[src/hdl/pur_pkg.sv]
// Shared types and constants for the picture unit register block.
`default_nettype none

package pur_pkg;

  // Item opcodes as they arrive on the input channel
  localparam logic [2:0] OP_TICK       = 3'd0;
  localparam logic [2:0] OP_READ       = 3'd1;
  localparam logic [2:0] OP_WRITE      = 3'd2;
  localparam logic [2:0] OP_DMA        = 3'd3;
  localparam logic [2:0] OP_SOFT_RESET = 3'd4;

  // Classified command kinds handed from front to back
  typedef enum logic [2:0] {
    CMD_TICK,
    CMD_READ,
    CMD_WRITE,
    CMD_DMA,
    CMD_SOFT_RESET,
    CMD_NOP
  } cmd_kind_t;

  // CPU-visible register numbers
  typedef enum logic [2:0] {
    REG_CTRL     = 3'd0,
    REG_MASK     = 3'd1,
    REG_STATUS   = 3'd2,
    REG_OAM_ADDR = 3'd3,
    REG_OAM_DATA = 3'd4,
    REG_SCROLL   = 3'd5,
    REG_ADDR     = 3'd6,
    REG_DATA     = 3'd7
  } reg_sel_t;

  typedef struct packed {
    cmd_kind_t  kind;
    reg_sel_t   reg_sel;
    logic [7:0] data;          // write byte, or DMA page for the latch
    logic [7:0] sprite_index;  // DMA target entry
    logic [7:0] sprite_byte;   // DMA byte
  } cmd_t;

  // Command queue geometry
  localparam int QUEUE_DEPTH    = 2;
  localparam int QUEUE_PTR_BITS = $clog2(QUEUE_DEPTH);
  localparam int QUEUE_CNT_BITS = $clog2(QUEUE_DEPTH + 1);

  // Register constants
  localparam int         SPRITE_DEPTH   = 256;
  localparam logic [7:0] STATUS_RESET   = 8'hA0;
  localparam int         VBLANK_BIT     = 7;
  localparam int         CTRL_INC32_BIT = 2;
  localparam logic [7:0] MASK_RENDER    = 8'h14;
  localparam logic [15:0] STEP_WIDE     = 16'd32;
  localparam logic [15:0] STEP_NARROW   = 16'd1;

  // Timing constants
  localparam logic [8:0]        LAST_DOT    = 9'd340;
  localparam logic [8:0]        FLAG_DOT    = 9'd1;
  localparam logic signed [9:0] VBLANK_LINE = 10'sd241;
  localparam logic signed [9:0] PRE_LINE    = -10'sd1;

endpackage

`default_nettype wire

[src/hdl/pur_queue.sv]
// Short command queue between the front end and the back end.
`default_nettype none

module pur_queue (
  input  logic          clk,
  input  logic          rst,
  input  logic          push,
  input  pur_pkg::cmd_t push_cmd,
  output logic          full,
  input  logic          pop,
  output logic          head_valid,
  output pur_pkg::cmd_t head_cmd
);
  import pur_pkg::*;

  localparam logic [QUEUE_CNT_BITS-1:0] CntOne = QUEUE_CNT_BITS'(1);
  localparam logic [QUEUE_PTR_BITS-1:0] PtrOne = QUEUE_PTR_BITS'(1);

  cmd_t                      entries [QUEUE_DEPTH];
  logic [QUEUE_PTR_BITS-1:0] wr_ptr;
  logic [QUEUE_PTR_BITS-1:0] rd_ptr;
  logic [QUEUE_CNT_BITS-1:0] count;

  assign full       = (count == QUEUE_CNT_BITS'(QUEUE_DEPTH));
  assign head_valid = (count != '0);
  assign head_cmd   = entries[rd_ptr];

  // Pointers and fill count
  always_ff @(posedge clk) begin
    if (rst) begin
      wr_ptr <= '0;
      rd_ptr <= '0;
      count  <= '0;
    end else begin
      if (push) wr_ptr <= wr_ptr + PtrOne;
      if (pop)  rd_ptr <= rd_ptr + PtrOne;
      if (push && !pop)      count <= count + CntOne;
      else if (!push && pop) count <= count - CntOne;
    end
  end

  // Entry storage
  always_ff @(posedge clk) begin
    if (push) entries[wr_ptr] <= push_cmd;
  end

`ifndef SYNTHESIS
  a_no_pop_empty: assert property (@(posedge clk) disable iff (rst)
    pop |-> count != '0)
    else $error("queue popped while empty");

  a_count_up: assert property (@(posedge clk) disable iff (rst)
    push && !pop |=> count == $past(count) + CntOne)
    else $error("queue count did not follow a lone push");
`endif

endmodule

`default_nettype wire

[config.mk]
export PLATFORM = sky130hd
export DESIGN_NAME = pur_queue
export DESIGN_NICKNAME = d
export VERILOG_FILES = /design/src/hdl/pur_pkg.sv /design/src/hdl/pur_queue.sv
export SDC_FILE = /design/constraint.sdc
export NUM_CORES = 1
export LEC_CHECK = 0
export CAP_MARGIN = 10
export CELL_PAD_IN_SITES_DETAIL_PLACEMENT = 0
export CELL_PAD_IN_SITES_GLOBAL_PLACEMENT = 2
export CORE_MARGIN = 1
export CORE_UTILIZATION = 44
export CTS_CLUSTER_SIZE = 10
export DETAILED_ROUTE_END_ITERATION = 12
export DONT_BUFFER_PORTS = 1
export PLACE_DENSITY_LB_ADDON = 0.1
export SLEW_MARGIN = 20
export SYNTH_ARGS = -nofsm -noshare
export SYNTH_HDL_FRONTEND = slang
export SYNTH_SLANG_ARGS = --single-unit
[constraint.sdc]
create_clock -name clk -period 2.6 [get_ports clk]
set_clock_uncertainty 0.05 [all_clocks]
set_input_delay 0.39 -clock clk [delete_from_list [all_inputs] [get_ports clk]]
set_output_delay 0.39 -clock clk [all_outputs]
set_load 0.01 [all_outputs]
[Word-level counts from Yosys, hierarchy flattened]
Memory sizes are Yosys's and may differ from the RTL's. A register that Yosys moved wholly into a read port is not among the register bits.
Index checks and enable logic that the tools add are counted.
Word-level totals
  memories kept: 1
  output and inout bits: 32
  register bits: 4
  word-level logic and storage cells: 21
  memory bits (writable): 60
  input bits: 34
Memories
  entries: words 2, bits a word 30, rd ports 1, clocked after Yosys merged registers in 1, wr ports 1, line pur_queue.sv:19  | cmd_t entries [QUEUE_DEPTH];
Cells by class
  equal/unequal tests: 1
  reduce and logical (&&, ||, !) cells: 6
  mux-type cells: 6
  add/subtract/negate cells: 4
Operators by type and width (number)
  1-bit two-way mux: 4
  2-bit two-way mux: 2
  2-bit nonzero test: 2
  1-bit adder (second input constant): 2
  2-bit by 1-bit adder with 2-bit output (second input constant): 1
  2-bit == test (second input constant): 1
  1-bit logical AND: 2
  1-bit zero test: 2
  2-bit by 1-bit subtractor with 2-bit output (second input constant): 1

[Logic depth before layout (Yosys ltp)]
  word-level depth: 4
  depth in mapped cells: 5
  mapped depth without buffers: 5

[Worst setup path before layout]
OpenSTA, ideal clock, no wires.
  kind: input-to-reg
  start: in push
  end: mem entries[0][0] in the netlist's numbering (enable)
  library setup time: 421 ps
  path buffers: 0
  path slack: 377 ps
  data arrival time: 1752 ps
  cell stages on the path: 1
  path through: nor2b_1
On the way
  cells in the longest elaborated chain, start to end: 2
RTL lines
  start, declared: line pur_queue.sv:7  | input logic push,
  1-bit two-way mux: line pur_queue.sv:44  | if (push) entries[wr_ptr] <= push_cmd;
  1-bit two-way mux (not written as such): line pur_queue.sv:44
  end, declared: line pur_queue.sv:19
No other way between the ends.

==> out/qor.yml <==
status:
  status: "finished, final reports clean"
grt:
  antenna_found_initial: 0
  grt_max_degree: 18
  grt.total_usage_pct: 12.5
  grt-ovfl-total: 0
  grt_pass1_wl_um: 4660
  grt_pass1_vias: 1010
cells_and_area:
  finalNonFillerCells: 202
  ff_latch_area_um2: 1900
  design_area_um2: 2630
  nFillCells: 456
  antenna_cells: 0
  multi_input_area_um2: 447
  area_growth_pct: 11.2
  final_cell_mix: "edfxtp_1, mux2_2, clkbuf_8"
  drive_above_1_share_pct: 37.1
  nets: 163
  final_common_cell: "edfxtp_1"
worst_setup_path:
  slowest_stage: "mux2_2"
  cp_top_family: "multiplexers"
  path_class: "flop to primary output"
  worst_r2r_path_depth: 2
  cpPeakStageDelay_ns: 0.41
  cp-end-kind: "primary output"
  crit_fanout: 17
  crit_arrival_ns: 1.31
  worstPathRequired_ns: 2.16
  critical_path_depth: 2
  worstSetupStartpointType: "flop"
  crit_buf_inv: 1
  cp_cell_sequence: "buf_4 -> mux2_2"
clocking:
  tritoncts: "yes"
  cts.path.max_buffers: 2
  insertion_delay_ns: 0.32
  postCtsSetupBuffers: 0
  cts.hold.buffers_added: 0
  htreeDepth: 3
  clock_sinks: 65
  post_cts_resized: 0
  cts_buffers: 9
  clkTransAtPathRegs_ns: 0.06
  clock-root-buffer: "clkbuf_8"
synthesis:
  synthSimpleGateAreaFrac_pct: 2.06
  synth-seq-cells: 65
  syn_inst: 115
  synth-compound-area-share_pct: 0.423
  ys_seq_area_share_pct: 80.4
  synth_area_um2: 2360
  yosysWarnings: 0
  synthXorXnorAreaFrac_pct: 1.48
  synth_top_family_by_area: "multiplexers"
  ys_types: 16
  synth_area_per_cell_um2: 20.6
  synth-adder-area-share_pct: 0.529
  synth.mux.area_fraction_pct: 14.3
  syn-num-nets: 150
sta:
  holdWs_ns: 0.0785
  setup_violations: 0
  fin_tns_setup_ns: 0
  hold_viol_final: 0
  period_minus_slack_ns: 1.75
  timing.slew.headroom_pct: 58.4
  fmax_mhz: 570
  worstMarginPinSlew_ns: 0.624
  slew_violations: 0
  fin_crit_sh_pct: 67.5
  rsz0062_at_grt: "false"
route:
  drt_iter0_markers: 23
  drc_errors: 0
  route.vias.total: 1007
  post_drt_wl_per_cell_um: 16.7
  via_per_inst: 4.99
  wirelength_um: 3380
  antenna_left: 0
  dr.pass1.iters: 4
die:
  fp.dieH_um: 75.3
  start_util_pct: 46.0
  rows: 26
  coreArea_um2: 5140
  design.die.area_um2: 5670
  ios: 66
  die_x_um: 75.3
job:
  cap_violations: 0
placement:
  place_congestion: 0.569
  place_inst: 187
  portBuffers: 0
  placed_area_um2: 2480
  dp_hpwl_um: 2270
min_path:
  holdPathStages: 1
  min_path_type: "input port to flop"
power:
  cellLeakagePower_nw: 0.873
  ir_worst_vdd_v: 0.000441
  powerDensity_nw_per_um2: 789
[cells by family (layout without fill, tap and decap cells)]
group | Yosys count | count (layout)
AO/OA/AOI/OAI | 2 | 2
buffers and inverters | 4 | 21
flip-flops | 65 | 65
XOR/XNOR | 4 | 4
multiplexers | 30 | 30
adder cells (fa/ha/maj) | 1 | 1
AND/OR/NAND/NOR | 9 | 9
[metrics by stage]
stage          power [mW]  util, %  setup WS (ns)
2_1_floorplan        1.41        -          0.377
3_3_place_gp         1.44     48.2          0.936
3_5_place_dp         1.45     48.2          0.890
4_1_cts              2.10     51.1          0.797
5_1_grt              2.16     51.1          0.748
6_report             2.07     51.1          0.846
[cell usage after synthesis]
library cell / count / area (µm²)
xor2_1: 2 / 17.5
dfxtp_1: 5 / 100
nor2b_1: 1 / 6.26
ha_1: 1 / 12.5
nor2_1: 4 / 15.0
xnor2_1: 2 / 17.5
and2_1: 1 / 6.26
o21ai_0: 1 / 5.00
a21oi_1: 1 / 5.00
or3_1: 1 / 6.26
or2_2: 1 / 6.26
edfxtp_1: 60 / 1800
inv_1: 1 / 3.75
buf_2: 3 / 15.0
mux2_2: 30 / 338
and2b_2: 1 / 8.76
[final timing paths]
path	start	endpoint	slack [ns]
setup / recovery	flop	head_cmd[20]	0.85
hold / removal	rst	count[1]	0.08
setup reg to reg	wr_ptr	entries[1][17]	0.95
hold reg to reg	count[1]	count[1]	0.44
[where the power goes]
group | leakage [nW] | switching [mW] | internal (mW) | total [mW]
clock | 0.0746 | 0.327 | 0.329 | 0.656
combinational | 0.194 | 0.106 | 0.0774 | 0.183
sequential | 0.605 | 0.0178 | 1.22 | 1.24
[routing by layer]
metal	share of wire, %	track usage [%]	vias to the layer above
met3	9.8	7.01	6
met4	1.4	9.88	0
met1	36	11.4	495
met2	53	20.5	41
li1	-	-	465
met5	0	0	-
[layout make-up]
type                       count  share of cell area (%)
tap                           70                    3.33
inverter                       1                   0.143
multi-input combinational     46                    17.0
timing repair buffer           5                    1.43
clock inverter                 5                   0.904
sequential                    65                    72.3
clock buffer                  10                    4.85
[state kept, by name, indices dropped and copies added, names as in the netlist, named ones only]
signal / count
rd_ptr: 1
wr_ptr: 1
entries: 60
count: 2
Note: power is estimated with default switching activity, not from simulation.
