## src/hdl/pur_pkg.sv

```systemverilog
// Shared types and constants for the picture unit register block.
`default_nettype none

package pur_pkg;

  // Item opcodes as they arrive on the input channel
  localparam logic [2:0] OP_TICK       = 3'd0;
  localparam logic [2:0] OP_READ       = 3'd1;
  localparam logic [2:0] OP_WRITE      = 3'd2;
  localparam logic [2:0] OP_DMA        = 3'd3;
  localparam logic [2:0] OP_SOFT_RESET = 3'd4;

  // Classified command kinds handed from front to back
  typedef enum logic [2:0] {
    CMD_TICK,
    CMD_READ,
    CMD_WRITE,
    CMD_DMA,
    CMD_SOFT_RESET,
    CMD_NOP
  } cmd_kind_t;

  // CPU-visible register numbers
  typedef enum logic [2:0] {
    REG_CTRL     = 3'd0,
    REG_MASK     = 3'd1,
    REG_STATUS   = 3'd2,
    REG_OAM_ADDR = 3'd3,
    REG_OAM_DATA = 3'd4,
    REG_SCROLL   = 3'd5,
    REG_ADDR     = 3'd6,
    REG_DATA     = 3'd7
  } reg_sel_t;

  typedef struct packed {
    cmd_kind_t  kind;
    reg_sel_t   reg_sel;
    logic [7:0] data;          // write byte, or DMA page for the latch
    logic [7:0] sprite_index;  // DMA target entry
    logic [7:0] sprite_byte;   // DMA byte
  } cmd_t;

  // Command queue geometry
  localparam int QUEUE_DEPTH    = 2;
  localparam int QUEUE_PTR_BITS = $clog2(QUEUE_DEPTH);
  localparam int QUEUE_CNT_BITS = $clog2(QUEUE_DEPTH + 1);

  // Register constants
  localparam int         SPRITE_DEPTH   = 256;
  localparam logic [7:0] STATUS_RESET   = 8'hA0;
  localparam int         VBLANK_BIT     = 7;
  localparam int         CTRL_INC32_BIT = 2;
  localparam logic [7:0] MASK_RENDER    = 8'h14;
  localparam logic [15:0] STEP_WIDE     = 16'd32;
  localparam logic [15:0] STEP_NARROW   = 16'd1;

  // Timing constants
  localparam logic [8:0]        LAST_DOT    = 9'd340;
  localparam logic [8:0]        FLAG_DOT    = 9'd1;
  localparam logic signed [9:0] VBLANK_LINE = 10'sd241;
  localparam logic signed [9:0] PRE_LINE    = -10'sd1;

endpackage

`default_nettype wire

```

## src/hdl/pur_in_if.sv

```systemverilog
// Input channel: one bus item per transfer.
`default_nettype none

interface pur_in_if;
  logic       valid;
  logic       ready;
  logic [2:0] opcode;
  logic [2:0] reg_index;
  logic [7:0] write_data;
  logic [7:0] dma_index;
  logic [7:0] dma_byte;
  logic [7:0] dma_page;

  modport source (
    output valid, opcode, reg_index, write_data, dma_index, dma_byte, dma_page,
    input  ready
  );
  modport sink (
    input  valid, opcode, reg_index, write_data, dma_index, dma_byte, dma_page,
    output ready
  );
endinterface

`default_nettype wire

```

## src/hdl/pur_front.sv

```systemverilog
// Front end: accepts bus items and classifies them into queue commands.
`default_nettype none

module pur_front (
  pur_in_if.sink        item,
  input  logic          q_full,
  output logic          push,
  output pur_pkg::cmd_t push_cmd
);
  import pur_pkg::*;

  // Accept whenever the queue has room
  assign item.ready = !q_full;
  assign push       = item.valid && !q_full;

  // Classify the opcode and pick the payload the back end needs
  always_comb begin
    push_cmd.reg_sel      = reg_sel_t'(item.reg_index);
    push_cmd.data         = item.write_data;
    push_cmd.sprite_index = item.dma_index;
    push_cmd.sprite_byte  = item.dma_byte;
    unique case (item.opcode)
      OP_TICK:       push_cmd.kind = CMD_TICK;
      OP_READ:       push_cmd.kind = CMD_READ;
      OP_WRITE:      push_cmd.kind = CMD_WRITE;
      OP_DMA: begin
        push_cmd.kind = CMD_DMA;
        push_cmd.data = item.dma_page;
      end
      OP_SOFT_RESET: push_cmd.kind = CMD_SOFT_RESET;
      default:       push_cmd.kind = CMD_NOP;
    endcase
  end

endmodule

`default_nettype wire

```

## src/flat_wrapper.sv

```systemverilog
// flat-port wrapper written by rule: the top's interface ports become plain ports
module pur_front_flat import pur_pkg::*;
  (q_full, push, push_cmd, item_valid, item_opcode, item_reg_index, item_write_data, item_dma_index, item_dma_byte, item_dma_page, item_ready);
  pur_in_if item_i ();
  input  logic q_full;
  output logic push;
  output pur_pkg::cmd_t push_cmd;
  input wire logic [$bits(item_i.valid)-1:0] item_valid;
  input wire logic [$bits(item_i.opcode)-1:0] item_opcode;
  input wire logic [$bits(item_i.reg_index)-1:0] item_reg_index;
  input wire logic [$bits(item_i.write_data)-1:0] item_write_data;
  input wire logic [$bits(item_i.dma_index)-1:0] item_dma_index;
  input wire logic [$bits(item_i.dma_byte)-1:0] item_dma_byte;
  input wire logic [$bits(item_i.dma_page)-1:0] item_dma_page;
  output wire logic [$bits(item_i.ready)-1:0] item_ready;
  assign item_i.valid = item_valid;
  assign item_i.opcode = item_opcode;
  assign item_i.reg_index = item_reg_index;
  assign item_i.write_data = item_write_data;
  assign item_i.dma_index = item_dma_index;
  assign item_i.dma_byte = item_dma_byte;
  assign item_i.dma_page = item_dma_page;
  assign item_ready = item_i.ready;
  pur_front u_core (.item(item_i), .q_full(q_full), .push(push), .push_cmd(push_cmd));
endmodule
```

## config.mk

```make
export PLATFORM = sky130hd
export DESIGN_NAME = pur_front_flat
export DESIGN_NICKNAME = d
export VERILOG_FILES = /design/src/hdl/pur_pkg.sv /design/src/hdl/pur_in_if.sv /design/src/hdl/pur_front.sv /design/src/flat_wrapper.sv
export SDC_FILE = /design/constraint.sdc
export NUM_CORES = 1
export LEC_CHECK = 0
export BUFFER_PORTS_ARGS = -buffer_cell sky130_fd_sc_hd__buf_2
export CORE_MARGIN = 1
export CORE_UTILIZATION = 20
export DETAILED_ROUTE_END_ITERATION = 8
export PLACE_DENSITY = 0.79
export SYNTH_ARGS = -nofsm -noshare
export SYNTH_HDL_FRONTEND = slang
export SYNTH_SLANG_ARGS = --single-unit
```

## constraint.sdc

```tcl
create_clock -name vclk -period 0.8
set_clock_uncertainty 0.15 [all_clocks]
set_input_delay 0.04 -clock vclk [all_inputs]
set_output_delay 0.04 -clock vclk [all_outputs]
set_load 0.1 [all_outputs]
```

-- After elaboration in Yosys (flattened, before gate mapping)
Cells that the tools add are included.
Widths: inputs -> output; s select.
- equality and inequality tests: 4
- multiplexer cells: 2
- reductions and logical operators: 3
- operators by type and width (cell ; number):
    $pmux 3 s5 ; 1
    $mux 8 ; 1
    $eq 3x2->1 const B ; 2
    $eq 3x1->1 const B ; 1
    $eq 3x3->1 const B ; 1
    $logic_not 3->1 ; 1
    $logic_and 1x1->1 ; 1
    $logic_not 1->1 ; 1
- bits in registers: 0
- bits of input ports: 40
- output and inout port bits: 32
- logic and storage cells: 9

-- Logic depth before layout (Yosys ltp)
Gate-level depths: netlist of the first run.
- depth after elaboration: 2
- depth in mapped cells: 2
- gate-level depth less buffers: 2

-- Worst setup path after synthesis of the first run
Ideal clock, no wire load.
- path kind: in2out
- from: input port q_full
- to: output port push
- arrival: 1.375 ns
- required time: 0.610 ns
- slack: -0.765 ns
- stages on the path: 1
- path buffers: 0
- cell sequence: nor2b_1
- cells in the longest elaborated chain, start to end: 2
- ends and longest elaborated chain (element ; line ; text):
    start: declaration ; flat_wrapper.sv:5 ; input logic q_full;
    $logic_not 1->1 ; pur_front.sv:14 ; assign push = item.valid && !q_full;
    $logic_and 1x1->1 ; pur_front.sv:14 ;
    end: declaration ; flat_wrapper.sv:6 ; output logic push;
Every way passes these cells.

==> reports/results.ini, run 1 <==
[outcome]
status=finished with violations
violations=negative hold slack, negative setup slack

[detailed_routing]
ant_nets=0
drc=0
drtIter0Drc=0
wl_per_cell_um=10.7
vias=264
routed_wl_um=686
drtPass1Iterations=1
via_per_inst=4.13

[cells_and_area]
nClkBuffers=0
final_nets=91
seq_cells=0
final_cells=64
layout-drive-gt1-share_pct=100
final_util_pct=44.7
final-seq-area_um2=0
num_antenna_cells=0
syn2layout_area_growth_pct=107

[floorplanning]
start_util_pct=21.6
dieWidth_um=39.7
dieArea_um2=1570
core-area_um2=1320
ios=72
rows=13
die_height_um=39.7

[power]
pwr-share-seq_pct=0
p_sw_share_pct=60.1
p_per_area_nw_per_um2=1140
clockPowerShare_pct=0
p_sw_w=0.000402
combPwrFrac_pct=100.0
power_leakage_nw=0.321
ir_drop_mv=0.393
intPower_w=0.000267

[timing]
setup_viol=10
period_needed_ps=1090
grt_setup_unrepaired=yes
hold_slack_ps=-70.0
timing.final.ws_setup_ps=-289
tns_ps=-2350
worst_slew_margin_rel_pct=88.2
drv_slew=0
post-route-period-util_pct=136
worst_pin_slew_ps=177
finalHoldViolCount=19
max_freq_mhz=918

[placed_design]
post-place-cells=63
gp_congestion=0.636
port_buffers=34
post-dp-hpwl_um=623
dp_slack_ps=-319

[synthesis]
avgSynthCellArea_um2=8.61
syn_nets=73
synth_cells=33
ys_seq_area_share_pct=0
synth_cell_types=8
ys_warn_count=0
syn_area_um2=284

[worst_setup_path]
cpPeakStageDelay_ps=360
worstSetupEndpointType=output port
crit_path_max_fanout=8
crit_arrival_ps=900
cpMaxStageDelayCell=mux2_4
required_ps=610
start_kind=input pin
cp_cell_sequence=buf_6 > nand3b_4 > mux2_4 > buf_12
crit_type=input pin to output port

[grt]
antenna_found_initial=0
grt-ovfl-total=0
grt_usage_pct=8.26
grt_first_pass_wirelength_um=897
grt_pass1_vias=238
grt_max_degree=9

[hold_path]
hold_path.class=input pin to output port

[run]
drv_cap=0

area by class of cell:
class / instances / area, µm²
Inverter: 1 / 7.51
Timing Repair Buffer: 36 / 390
Fill cell: 118 / 728
Tap cell: 15 / 18.8
Multi-Input combinational cell: 12 / 173
worst paths after layout:
check / startpoint / endpoint / slack [ps] / cells after the start
max: item_opcode[2] / push_cmd[20] / -290 / 4
min: item_dma_index[2] / push_cmd[10] / -70 / 0
synth_stat cells (all sizes together):
cell type / n / area, µm²
mux2: 8 / 90.1
nor2b: 1 / 6.26
buf: 19 / 143
nand3b: 1 / 20.0
clkbuf: 1 / 3.75
a21o: 1 / 8.76
inv: 1 / 3.75
and2b: 1 / 8.76
placed cells by master, fill, tap and decap left out:
cell type   Yosys  final
clkinvlp_4      0      1
buf_2           0     20
buf_12          0     13
mux2_4          0      8
a21o_4          0      1
and2b_2         1      1
buf_6           0      2
nor2b_2         0      1
buf_4          19      1
nand3b_4        1      1
routing by layer:
| metal | vias to the layer above | track usage (%) | wire (µm) |
|---|---|---|---|
| met1 | 112 | 5.92 | 191 |
| li1 | 121 | - | - |
| met3 | 0 | 2.84 | 121 |
| met5 | - | 0 | 0 |
| met2 | 31 | 19.7 | 373 |
| met4 | 0 | 0 | 0 |
timing repair:
item,4_1_cts,5_1_grt
gates resized for setup,4,0
cloned,0,0
buffers inserted,2,0
endpoints found under the setup margin,10,11
endpoints found under the hold margin,19,19
pin swaps,1,0
cells by family after synthesis:
logic type / count (synthesis) / share of synthesized area [%]
AND/OR/NAND/NOR: 3 / 12.3
AO/OA/AOI/OAI: 1 / 3.08
multiplexers: 8 / 31.7
buffers and inverters: 21 / 52.9
stage by stage:
| step | cell area (µm²) | power (W) | hold WS [ps] |
|---|---|---|---|
| 2_1_floorplan | 322 | 0.000846 | 105 |
| 3_3_place_gp | 566 | 0.000653 | -69.3 |
| 3_5_place_dp | 566 | 0.000660 | -69.3 |
| 4_1_cts | 601 | 0.000679 | -69.3 |
| 5_1_grt | 589 | 0.000689 | -69.9 |
| 6_report | 589 | 0.000669 | -70.0 |
worst max-delay path: cells and delay by family:
| kind | cells | cell delay (ps) |
|---|---|---|
| multiplexers | 1 | 360 |
| buffers and inverters | 2 | 260 |
| AND/OR/NAND/NOR | 1 | 240 |
power groups by stage:
| stage | registers, W | clock network (W) | logic (W) |
|---|---|---|---|
| final | 0 | 0 | 0.000669 |
| after global routing | 0 | 0 | 0.000689 |
| after CTS | 0 | 0 | 0.000679 |
| after detailed placement | 0 | 0 | 0.000660 |
| after global placement | 0 | 0 | 0.000653 |
| after floorplan | 0 | 0 | 0.000846 |
No activity file was read; power rests on OpenSTA's default activity.
==> run 2, diff against run 1 <==
--- a/config.mk
+++ b/config.mk
@@ -5,11 +5,12 @@
 export SDC_FILE = /design/constraint.sdc
 export NUM_CORES = 1
 export LEC_CHECK = 0
+export ABC_AREA = 1
 export BUFFER_PORTS_ARGS = -buffer_cell sky130_fd_sc_hd__buf_2
 export CORE_MARGIN = 1
-export CORE_UTILIZATION = 20
+export CORE_UTILIZATION = 22
 export DETAILED_ROUTE_END_ITERATION = 8
-export PLACE_DENSITY = 0.79
+export PLACE_DENSITY = 0.81
 export SYNTH_ARGS = -nofsm -noshare
 export SYNTH_HDL_FRONTEND = slang
 export SYNTH_SLANG_ARGS = --single-unit
==> reports/results.ini, run 2 <==
[floorplanning]
start_util_pct=24.2
die_height_um=40.1
ios=72
dieWidth_um=40.1
rows=13
core-area_um2=1320
dieArea_um2=1610

[detailed_routing]
drc=0
wl_per_cell_um=12.4
drtIter0Drc=0
via_per_inst=4.42
routed.top_layer=met4
vias=380
ant_nets=0
routed_wl_um=1070
drtPass1Iterations=1
routed-wl-met3_um=110
wl_met1_um=369
dr_wl_met2_um=566

[grt]
grt_usage_pct=13.1
grt_pass1_vias=340
grt_max_degree=11
grt_first_pass_wirelength_um=1520
antenna_found_initial=0
grt-ovfl-total=0

[synthesis]
synthTopCellsByCount=buf_4 (21), nand2_1 (16), nand4_1 (8)
ys_seq_area_share_pct=0
syn_area_um2=319
synth_most_common_cell=buf_4
yosys.area.top_type=buf_4
synthTopCellsByArea=buf_4 (49%), nand2_1 (19%), nand4_1 (16%), nand3_4 (5.5%), inv_1 (3.5%)
synth_cell_types=9
synth_top_area_share_pct=49.4
syn_nets=94
synth_cells=54
avgSynthCellArea_um2=5.91
ys_warn_count=0

[worst_setup_path]
required_ps=610
start_kind=input pin
crit_arrival_ps=710
cp_cell_sequence=buf_12 > inv_8 > nand4_1 > nand2_8 > buf_12
cpPeakStageDelay_ps=190
crit_path_max_fanout=5
cp_top_family=buffers and inverters
cpMaxStageDelayCell=nand4_1
crit_type=input pin to output port
cp.depth=5
worst-path-buf-inv=3
worstSetupEndpointType=output port
cpMostUsedCell=buf_12

[outcome]
status=finished with violations
violations=negative hold slack, negative setup slack

[timing]
finalHoldViolCount=19
worst_pin_slew_ps=228
drv_slew=0
grt_setup_unrepaired=yes
timing.final.ws_setup_ps=-98.1
setup_viol=9
post-route-period-util_pct=112
period_needed_ps=898
hold_slack_ps=-70.0
max_freq_mhz=1110
worst_slew_margin_rel_pct=84.8
tns_ps=-625

[placed_design]
placed_area_um2=678
post-dp-hpwl_um=892
gp_congestion=0.631
post-place-cells=85
port_buffers=34
dp_slack_ps=-208

[power]
ir_drop_mv=0.401
p_per_area_nw_per_um2=1060
power_leakage_nw=0.348
p_sw_w=0.000484
p_sw_share_pct=62.8
clockPowerShare_pct=0
pwr-share-seq_pct=0
intPower_w=0.000287
combPwrFrac_pct=100.0

[hold_path]
hold_path.class=input pin to output port
holdPathStages=0

[cells_and_area]
final_cell_mix=buf_2 (18), buf_12 (14), nand4_1 (8), nand2_4 (8), nand2_1 (5)
final_nets=113
layout-drive-gt1-share_pct=80.3
layout_commonest_cell=buf_2
post-route-cell-area_um2=731
syn2layout_area_growth_pct=129
final-seq-area_um2=0
final_cells=86
multi_input_area_um2=250
nClkBuffers=0
seq_cells=0
fillers=119
num_antenna_cells=0

[run]
drv_cap=0

[clock_network]
postCtsSetupBuffers=0

-- run 2: cell count changes in the layout (fill, tap and decap cells not counted), sizes merged --
cell,delta
o21bai,+1
inv,+4
nand3,+1
mux2,-8
nor2b,-1
nand2,+16
and2b,-1
buf,+2
nor2,+2
nand4,+8
nand3b,-1
a21o,-1
-- run 2: path summary, 6_finish.rpt --
| path | slack (ps) | to | startpoint |
|---|---|---|---|
| hold / removal | -70 | push_cmd[13] | item_dma_index[5] |
| setup / recovery | -100 | push_cmd[16] | item_opcode[2] |
-- run 2: per-stage QoR --
step,power (W),utilization (%)
detailed placement,0.000743,51.5
global placement,0.000734,51.5
finish,0.000772,55.5
global route,0.000797,55.5
CTS,0.000771,54.6
floorplan,0.000916,-
-- run 2: per-layer routing --
layer,global-route usage (%),up-vias
met5,0,-
met4,6.03,0
met3,1.11,10
met2,21.8,20
met1,16.9,159
li1,-,191
-- run 2: final cells by class --
type / count / area share [%]
Inverter: 4 / 4.28
Multi-Input combinational cell: 28 / 34.2
Tap cell: 15 / 2.57
Timing Repair Buffer: 38 / 58.4
Timing Repair inverter: 1 / 0.514
-- run 2: power by group through the flow --
stage	Clock (W)	Combinational, W	Sequential [W]
3_5_place_dp	0	0.000743	0
3_3_place_gp	0	0.000734	0
4_1_cts	0	0.000771	0
2_1_floorplan	0	0.000916	0
6_report	0	0.000772	0
5_1_grt	0	0.000797	0
-- run 2: timing repair --
item / 4_1_cts / 5_1_grt
hold endpoints to repair: 19 / 19
resized for setup: 12 / 3
gates cloned: 1 / 0
setup endpoints to repair: 10 / 10
pin swaps: 9 / 1
-- run 2: kinds of logic (layout without fill, tap and decap cells) --
logic type	after synthesis	count (layout)	synth area share, %
buf+inv	26	43	55.3
simple gates	27	27	42.4
compound gates	1	1	2.35
